File: config.mk
export PLATFORM = sky130hd
export DESIGN_NAME = sha1_block_hash_top
export DESIGN_NICKNAME = d
export VERILOG_FILES = /design/src/sv/sha1bh_pkg.sv /design/src/sv/sha1bh_ctrl.sv /design/src/sv/sha1bh_dp.sv /design/src/sv/sha1_block_hash_top.sv
export SDC_FILE = /design/constraint.sdc
export NUM_CORES = 2
export LEC_CHECK = 0
export BUFFER_PORTS_ARGS = -buffer_cell sky130_fd_sc_hd__buf_2
export CAP_MARGIN = 40
export CORE_UTILIZATION = 55
export DETAILED_ROUTE_END_ITERATION = 8
export HOLD_SLACK_MARGIN = 0.12
export PLACE_DENSITY = 0.72
export SLEW_MARGIN = 30
export SYNTH_ARGS = -nofsm -noshare
export SYNTH_HDL_FRONTEND = slang
export SYNTH_SLANG_ARGS = --single-unit
File: constraint.sdc
create_clock -name clk -period 10.68 [get_ports clk]
set_input_delay 0 -clock clk [delete_from_list [all_inputs] [get_ports clk]]
set_output_delay 0 -clock clk [all_outputs]
set_load 0.01 [all_outputs]
File: src/sv/sha1bh_pkg.sv
// ----------------------------------------------------------------------------
// sha1bh_pkg
// Shared types, constants and round functions for the byte-serial SHA-1 block
// hash engine.
// ----------------------------------------------------------------------------
package sha1bh_pkg;

	localparam int BLOCK_BYTES = 64;
	localparam int ROUNDS      = 80;
	localparam int WORDS       = BLOCK_BYTES / 4;
	localparam int COUNT_W     = $clog2(BLOCK_BYTES);
	localparam int ROUND_W     = $clog2(ROUNDS);
	localparam int PHASE_LEN   = ROUNDS / 4;

	// round phase codes
	localparam logic [1:0] PH_CHOOSE = 2'd0;
	localparam logic [1:0] PH_PARITY = 2'd1;
	localparam logic [1:0] PH_MAJ    = 2'd2;
	localparam logic [1:0] PH_PAR2   = 2'd3;

	// initial chaining values
	localparam logic [31:0] H0_INIT = 32'h67452301;
	localparam logic [31:0] H1_INIT = 32'hEFCDAB89;
	localparam logic [31:0] H2_INIT = 32'h98BADCFE;
	localparam logic [31:0] H3_INIT = 32'h10325476;
	localparam logic [31:0] H4_INIT = 32'hC3D2E1F0;

	// round constants
	localparam logic [31:0] K_CHOOSE = 32'h5A827999;
	localparam logic [31:0] K_PARITY = 32'h6ED9EBA1;
	localparam logic [31:0] K_MAJ    = 32'h8F1BBCDC;
	localparam logic [31:0] K_PAR2   = 32'hCA62C1D6;

	// controller to datapath commands
	typedef struct packed {
		logic       take;   // accept a message byte
		logic       close;  // this byte closes the block, load working words
		logic       round;  // run one compression round
		logic [1:0] phase;  // round function select
		logic       finish; // add into chain and load the output register
	} cmd_t;

	// datapath to controller status
	typedef struct packed {
		logic count_last; // the byte now offered fills the block
	} sts_t;

	function automatic logic [31:0] rotl(input logic [31:0] x, input int unsigned n);
		rotl = (x << n) | (x >> (32 - n));
	endfunction

	function automatic logic [31:0] round_k(input logic [1:0] ph);
		case (ph)
			PH_CHOOSE: round_k = K_CHOOSE;
			PH_PARITY: round_k = K_PARITY;
			PH_MAJ:    round_k = K_MAJ;
			default:   round_k = K_PAR2;
		endcase
	endfunction

	function automatic logic [31:0] round_f(input logic [1:0] ph, input logic [31:0] b,
		input logic [31:0] c, input logic [31:0] d);
		case (ph)
			PH_CHOOSE: round_f = (b & c) | (~b & d);
			PH_MAJ:    round_f = (b & c) | (b & d) | (c & d);
			default:   round_f = b ^ c ^ d;
		endcase
	endfunction

endpackage

File: src/sv/sha1bh_ctrl.sv
// ----------------------------------------------------------------------------
// sha1bh_ctrl
// Controller: byte intake handshake, round sequencing and result hand-off.
// ----------------------------------------------------------------------------
module sha1bh_ctrl (
	input  logic               clk,
	input  logic               arst_n,
	input  logic               in_valid,
	output logic               in_ready,
	input  logic               message_end,
	output logic               out_valid,
	input  logic               out_ready,
	input  sha1bh_pkg::sts_t   sts,
	output sha1bh_pkg::cmd_t   cmd
);

	localparam logic [1:0] ST_IDLE = 2'd0;
	localparam logic [1:0] ST_RUN  = 2'd1;
	localparam logic [1:0] ST_ADD  = 2'd2;

	localparam logic [sha1bh_pkg::ROUND_W-1:0] LAST_ROUND =
		sha1bh_pkg::ROUND_W'(sha1bh_pkg::ROUNDS - 1);
	localparam logic [sha1bh_pkg::ROUND_W-1:0] PH1_START =
		sha1bh_pkg::ROUND_W'(sha1bh_pkg::PHASE_LEN);
	localparam logic [sha1bh_pkg::ROUND_W-1:0] PH2_START =
		sha1bh_pkg::ROUND_W'(2 * sha1bh_pkg::PHASE_LEN);
	localparam logic [sha1bh_pkg::ROUND_W-1:0] PH3_START =
		sha1bh_pkg::ROUND_W'(3 * sha1bh_pkg::PHASE_LEN);

	logic [1:0]                        state_q;
	logic [sha1bh_pkg::ROUND_W-1:0]    round_q;
	logic                              out_valid_q;
	logic                              take;
	logic                              close;
	logic                              finish;
	logic [1:0]                        phase;

	// request intake only between compressions
	assign in_ready  = (state_q == ST_IDLE);
	assign take      = in_valid && in_ready;
	assign close     = take && (message_end || sts.count_last);
	assign finish    = (state_q == ST_ADD) && (!out_valid_q || out_ready);
	assign out_valid = out_valid_q;

	// round phase from the round counter
	always_comb begin
		if (round_q < PH1_START) begin
			phase = sha1bh_pkg::PH_CHOOSE;
		end else if (round_q < PH2_START) begin
			phase = sha1bh_pkg::PH_PARITY;
		end else if (round_q < PH3_START) begin
			phase = sha1bh_pkg::PH_MAJ;
		end else begin
			phase = sha1bh_pkg::PH_PAR2;
		end
	end

	always_comb begin
		cmd.take   = take;
		cmd.close  = close;
		cmd.round  = (state_q == ST_RUN);
		cmd.phase  = phase;
		cmd.finish = finish;
	end

	// state machine and round counter
	always_ff @(posedge clk or negedge arst_n) begin
		if (!arst_n) begin
			state_q <= ST_IDLE;
			round_q <= '0;
		end else begin
			case (state_q)
				ST_IDLE: begin
					if (close) begin
						state_q <= ST_RUN;
						round_q <= '0;
					end
				end
				ST_RUN: begin
					if (round_q == LAST_ROUND) begin
						state_q <= ST_ADD;
					end else begin
						round_q <= round_q + 1'b1;
					end
				end
				ST_ADD: begin
					if (finish) begin
						state_q <= ST_IDLE;
					end
				end
				default: state_q <= ST_IDLE;
			endcase
		end
	end

	// output valid flag
	always_ff @(posedge clk or negedge arst_n) begin
		if (!arst_n) begin
			out_valid_q <= 1'b0;
		end else if (finish) begin
			out_valid_q <= 1'b1;
		end else if (out_ready) begin
			out_valid_q <= 1'b0;
		end
	end

endmodule

File: src/sv/sha1bh_dp.sv
// ----------------------------------------------------------------------------
// sha1bh_dp
// Datapath: block buffer and message schedule, round unit, chaining words and
// the output register.
// ----------------------------------------------------------------------------
module sha1bh_dp (
	input  logic               clk,
	input  logic               arst_n,
	input  sha1bh_pkg::cmd_t   cmd,
	input  logic [7:0]         data_byte,
	input  logic               message_end,
	input  logic               restart,
	output sha1bh_pkg::sts_t   sts,
	output logic [31:0]        chain_a,
	output logic [31:0]        chain_b,
	output logic [31:0]        chain_c,
	output logic [31:0]        chain_d,
	output logic [31:0]        chain_e,
	output logic [63:0]        folded_digest,
	output logic               message_done
);

	localparam int WORDS = sha1bh_pkg::WORDS;

	logic [31:0]                       w_q [WORDS];
	logic [sha1bh_pkg::COUNT_W-1:0]    count_q;
	logic [31:0]                       h_q [5];
	logic [31:0]                       a_q, b_q, c_q, d_q, e_q;
	logic                              end_q;
	logic [31:0]                       w_next;
	logic [31:0]                       t_sum;
	logic [31:0]                       s0, s1, s2, s3, s4;
	logic [sha1bh_pkg::COUNT_W-1:0]    pos;
	logic [sha1bh_pkg::COUNT_W-3:0]    widx;
	logic [4:0]                        bofs;

	// byte position, restart discards the partial block
	assign pos  = restart ? '0 : count_q;
	assign widx = pos[sha1bh_pkg::COUNT_W-1:2];
	assign bofs = {~pos[1:0], 3'b000};

	assign sts.count_last = (pos == {sha1bh_pkg::COUNT_W{1'b1}});

	// schedule recurrence and round sum
	assign w_next = sha1bh_pkg::rotl(w_q[13] ^ w_q[8] ^ w_q[2] ^ w_q[0], 1);
	assign t_sum  = sha1bh_pkg::rotl(a_q, 5) + sha1bh_pkg::round_f(cmd.phase, b_q, c_q, d_q)
		+ e_q + sha1bh_pkg::round_k(cmd.phase) + w_q[0];

	// chaining sums
	assign s0 = h_q[0] + a_q;
	assign s1 = h_q[1] + b_q;
	assign s2 = h_q[2] + c_q;
	assign s3 = h_q[3] + d_q;
	assign s4 = h_q[4] + e_q;

	// block buffer: byte packing, schedule shift, clear after compression
	always_ff @(posedge clk or negedge arst_n) begin
		if (!arst_n) begin
			for (int i = 0; i < WORDS; i++) begin
				w_q[i] <= '0;
			end
			count_q <= '0;
		end else if (cmd.take) begin
			for (int i = 0; i < WORDS; i++) begin
				if (restart) begin
					w_q[i] <= '0;
				end
				if (widx == (sha1bh_pkg::COUNT_W-2)'(i)) begin
					w_q[i] <= (restart ? 32'd0 : w_q[i]) | ({24'd0, data_byte} << bofs);
				end
			end
			count_q <= cmd.close ? '0 : pos + 1'b1;
		end else if (cmd.round) begin
			for (int i = 0; i < WORDS - 1; i++) begin
				w_q[i] <= w_q[i+1];
			end
			w_q[WORDS-1] <= w_next;
		end else if (cmd.finish) begin
			for (int i = 0; i < WORDS; i++) begin
				w_q[i] <= '0;
			end
		end
	end

	// chaining words
	always_ff @(posedge clk or negedge arst_n) begin
		if (!arst_n) begin
			h_q[0] <= sha1bh_pkg::H0_INIT;
			h_q[1] <= sha1bh_pkg::H1_INIT;
			h_q[2] <= sha1bh_pkg::H2_INIT;
			h_q[3] <= sha1bh_pkg::H3_INIT;
			h_q[4] <= sha1bh_pkg::H4_INIT;
		end else if (cmd.take && restart) begin
			h_q[0] <= sha1bh_pkg::H0_INIT;
			h_q[1] <= sha1bh_pkg::H1_INIT;
			h_q[2] <= sha1bh_pkg::H2_INIT;
			h_q[3] <= sha1bh_pkg::H3_INIT;
			h_q[4] <= sha1bh_pkg::H4_INIT;
		end else if (cmd.finish) begin
			h_q[0] <= s0;
			h_q[1] <= s1;
			h_q[2] <= s2;
			h_q[3] <= s3;
			h_q[4] <= s4;
		end
	end

	// working words: load at block close, one round per cycle
	always_ff @(posedge clk) begin
		if (cmd.close) begin
			a_q   <= restart ? sha1bh_pkg::H0_INIT : h_q[0];
			b_q   <= restart ? sha1bh_pkg::H1_INIT : h_q[1];
			c_q   <= restart ? sha1bh_pkg::H2_INIT : h_q[2];
			d_q   <= restart ? sha1bh_pkg::H3_INIT : h_q[3];
			e_q   <= restart ? sha1bh_pkg::H4_INIT : h_q[4];
			end_q <= message_end;
		end else if (cmd.round) begin
			a_q <= t_sum;
			b_q <= a_q;
			c_q <= sha1bh_pkg::rotl(b_q, 30);
			d_q <= c_q;
			e_q <= d_q;
		end
	end

	// output register
	always_ff @(posedge clk) begin
		if (cmd.finish) begin
			chain_a       <= s0;
			chain_b       <= s1;
			chain_c       <= s2;
			chain_d       <= s3;
			chain_e       <= s4;
			folded_digest <= ({32'd0, s0} << 48) | ({32'd0, s1} << 36)
				| ({32'd0, s2} << 24) | ({32'd0, s3} << 12) | {32'd0, s4};
			message_done  <= end_q;
		end
	end

endmodule

File: src/sv/sha1_block_hash_top.sv
// ----------------------------------------------------------------------------
// sha1_block_hash_top
// Byte-serial SHA-1 compression engine with chaining words and a folded digest.
// ----------------------------------------------------------------------------
// Bytes that do not close a block are taken one byte per cycle while no block is
// being compressed. A closing byte starts the 80 rounds on the single round unit,
// then the sums are added into the chaining words and the output register; that
// add waits while an earlier result still sits unaccepted in the output register.
// No further byte is taken after the closing byte until that add is done.
// Reset loads the initial chaining values and clears the block buffer and
// byte count; no result is pending after reset.
// ----------------------------------------------------------------------------
module sha1_block_hash_top (
	input  logic        clk,
	input  logic        arst_n,
	input  logic        in_valid,
	output logic        in_ready,
	input  logic [7:0]  data_byte,
	input  logic        message_end,
	input  logic        restart,
	output logic        out_valid,
	input  logic        out_ready,
	output logic [31:0] chain_a,
	output logic [31:0] chain_b,
	output logic [31:0] chain_c,
	output logic [31:0] chain_d,
	output logic [31:0] chain_e,
	output logic [63:0] folded_digest,
	output logic        message_done
);

	sha1bh_pkg::cmd_t cmd;
	sha1bh_pkg::sts_t sts;

	// sequencer
	sha1bh_ctrl u_ctrl (
		.clk         (clk),
		.arst_n      (arst_n),
		.in_valid    (in_valid),
		.in_ready    (in_ready),
		.message_end (message_end),
		.out_valid   (out_valid),
		.out_ready   (out_ready),
		.sts         (sts),
		.cmd         (cmd)
	);

	// buffer, rounds and chaining
	sha1bh_dp u_dp (
		.clk           (clk),
		.arst_n        (arst_n),
		.cmd           (cmd),
		.data_byte     (data_byte),
		.message_end   (message_end),
		.restart       (restart),
		.sts           (sts),
		.chain_a       (chain_a),
		.chain_b       (chain_b),
		.chain_c       (chain_c),
		.chain_d       (chain_d),
		.chain_e       (chain_e),
		.folded_digest (folded_digest),
		.message_done  (message_done)
	);

endmodule

==> flow_summary_export.csv <==
group,metric,value,unit
setup_path,cp_top_family,"adder cells",
cts,clockRootBuffer,"clkbuf_16",
timing,period_minus_slack,7290,ps
final_layout,final_cell_area,65500,um2
synthesis,syn_inst,5678,
timing,final_hold_viol_count,0,
timing,fmax,137,MHz
drt,vias,48000,
synthesis,syn_avg_cell_area,10.4,um2
worst_hold_path,hp-class,"input pin to flop",
synthesis,synth_seq_cells,1062,
cts,insertion_delay,740,ps
cts,cts_max_path_buffers,3,
cts,postCtsSetupBuffers,0,
synthesis,ys_types,86,
setup_path,startpoint_type,"flop",
final_layout,largest_register_ffs,512,
final_layout,largestRegisters,"u_dp.w_q x512, u_dp.h_q x160, u_dp.folded_digest x64",
drt,wl_per_cell,25.9,um
cts,clock_sinks,1062,
floorplanning,rows,119,
synthesis,synth.most_common_cell,"a22oi_1",
place,dp_hpwl,122000,um
synthesis,ys_async_sr_fraction,64.8,%
synthesis,ys_seq_area_share,48.3,%
synthesis,synthFlopType,"dfrtp_1",
floorplanning,core_area,106000,um2
place,place.gp.congestion,0.953,
synthesis,synth_common_cells,"a22oi_1 (983), o21ai_0 (672), dfrtp_1 (608)",
final_layout,nNetsFinal,6000,
setup_path,cp-end-kind,"flop",
setup_path,slowest_delay,540,ps
cts,cts_hold_buf,16,
timing,setup_ws,3390,ps
timing,grt_setup_unrepaired,"false",
final_layout,multi_input_area,28000,um2
setup_path,crit_arrival,7750,ps
drt,drt_wl_total,186000,um
floorplanning,dieArea,109000,um2
drt,vias_per_cell,6.71,
drt,first_pass_iters,7,
global_route,grt_pass1_wl,282000,um
global_route,grt_max_degree,217,
synthesis,synth_enable_flop_cells,374,
setup_path,path_buf_inv,6,
synthesis,ys_top_cells_by_area,"dfrtp_1 (26%), edfxtp_1 (19%), a22oi_1 (12%)",
floorplanning,ios,241,
drt,drc,0,
flow_run,cap_violations,0,
timing,setup_viol,0,
final_layout,fillers,8673,
cts,cts_tree,"yes",
global_route,grt_pass1_vias,45800,
cts,htreeDepth,3,
timing,final_max_slew_viol_count,0,
setup_path,crit_chain,"inv_2 -> maj3_1 -> a221oi_4 -> buf_4 -> inv_1 -> ha_1 -> fa_1 -> inv_1 -> fa_1 -> fa_1 -> inv_1 -> ha_1 -> inv_1 -> fa_1 -> nand2b_1 -> a21oi_1 -> o21ai_1 -> a2111o_1 -> a211o_1 -> a31oi_1 -> a21oi_1 -> xnor2_1 -> o21ai_1",
timing,timing.final.crit_share,68.2,%
global_route,grt_use_total,33.8,%
synthesis,yosysTopAreaCellShare,25.7,%
final_layout,ff_latch_area,28500,um2
cts,clk_pin_slew,70,ps
timing,fin_setup_tns,0,ps
synthesis,synth_top_area_cell,"dfrtp_1",
floorplanning,die_h,330,um
place,placed_area,61300,um2
cts,cts_resized,0,
floorplanning,fp.dieW,330,um
final_layout,antenna_cells,0,
run_status,status,"complete, no violations",
timing,skew,32.8,ps
floorplanning,start_util,55.8,%
drt,dr.first_iter.drc_count,5552,
place,post-place-ws,3540,ps
synthesis,syn_nets,6016,
timing,whs,282,ps
synthesis,yosys_warnings,0,
setup_path,worst-setup-path-type,"flop to flop",
setup_path,crit_required,11140,ps
setup_path,crit_fanout,55,
final_layout,regMostFlops,"u_dp.w_q",
final_layout,drive_gt1_share,12.1,%
global_route,grt_antenna_before_repair,2,
setup_path,cp_slowest_cell,"fa_1",
final_layout,syn2layout_area_growth,10.8,%
synthesis,synth.cell_area,59100,um2
drt,ant_nets,0,
global_route,grt-ovfl-total,0,
timing,tightest_slew,1050,ps
timing,slew_headroom,30.2,%
place,port_buffers,240,
cts,cts_buffers,114,
==> through the flow <==
step           cells  util, %
2_1_floorplan   5678        -
3_3_place_gp    6900     57.6
3_5_place_dp    6912     57.9
4_1_cts         7141     61.7
5_1_grt         7150     61.8
6_report        7150     61.8
==> logic make-up (layout without fill, tap and decap cells) <==
kind of cell | after synthesis | after routing | synth area share, %
AOI/OAI and AO/OA | 2366 | 2366 | 26.9
DFF | 1062 | 1062 | 48.3
and+or+nand+nor | 906 | 906 | 7.14
buffers and inverters | 716 | 797 | 4.63
adders and majority gates | 325 | 325 | 8.46
xor gates and xnor gates | 267 | 267 | 3.95
muxes | 36 | 36 | 0.677
==> layout by cell type, fill, tap and decap left out, types with 71 or more instances in the layout <==
master and count:
clkbuf_16 116, a21oi_1 191, buf_2 239, xor2_1 75, nand3_1 116, dfrtp_1 608, inv_1 237, ha_1 199
xnor2_1 192, fa_1 125, edfxtp_1 374, a22o_1 78, nor2_1 118, dfstp_2 80, o22a_1 71, o21ai_0 672
nand2_1 387, a22oi_1 983, a21o_1 85
==> cell type report <==
class	count	area share (%)
timing repair buffer	343	3.71
clock inverter	53	0.937
sequential	1062	43.6
tap	1391	2.66
multi-input combinational	3900	42.8
clock buffer	160	4.94
inverter	241	1.41
==> per-layer routing <==
layer / track usage (%) / up-vias / part of all wire [%]
li1: - / 21300 / -
met4: 16.3 / 0 / 5.3
met2: 54.5 / 2171 / 47
met3: 4.77 / 433 / 7.6
met1: 45.2 / 24100 / 40
met5: 0 / - / 0
==> worst register-to-register path, cell delays in order, from the launching register on <==
cell and delay, ps:
dfrtp_1 500, inv_2 80, maj3_1 410, a221oi_4 300, buf_4 500, inv_1 490
ha_1 470, fa_1 540, inv_1 50, fa_1 490, fa_1 400, inv_1 60
ha_1 190, inv_1 80, fa_1 450, nand2b_1 180, a21oi_1 330, o21ai_1 220
a2111o_1 460, a211o_1 330, a31oi_1 150, a21oi_1 110, xnor2_1 160, o21ai_1 70
==> path summary, 6_finish.rpt <==
path                                         from       endpoint  slack [ps]  cells after the start
min in group asynchronous                  arst_n  u_dp.w_q[145]         400                      4
worst max register to register  u_ctrl.round_q[5]   u_dp.a_q[31]        3390                     23
worst min-delay path                 data_byte[7]   u_dp.w_q[23]         280                      4
max in group asynchronous                  arst_n   u_dp.h_q[94]        8560                      5
worst max-delay path            u_ctrl.round_q[5]   u_dp.a_q[31]        3390                     23
worst min register to register       u_dp.w_q[10]   u_dp.w_q[10]         470                      2
Power is not shown: default switching activity piles up to over one toggle a cycle in this logic, so the estimate is an artifact.
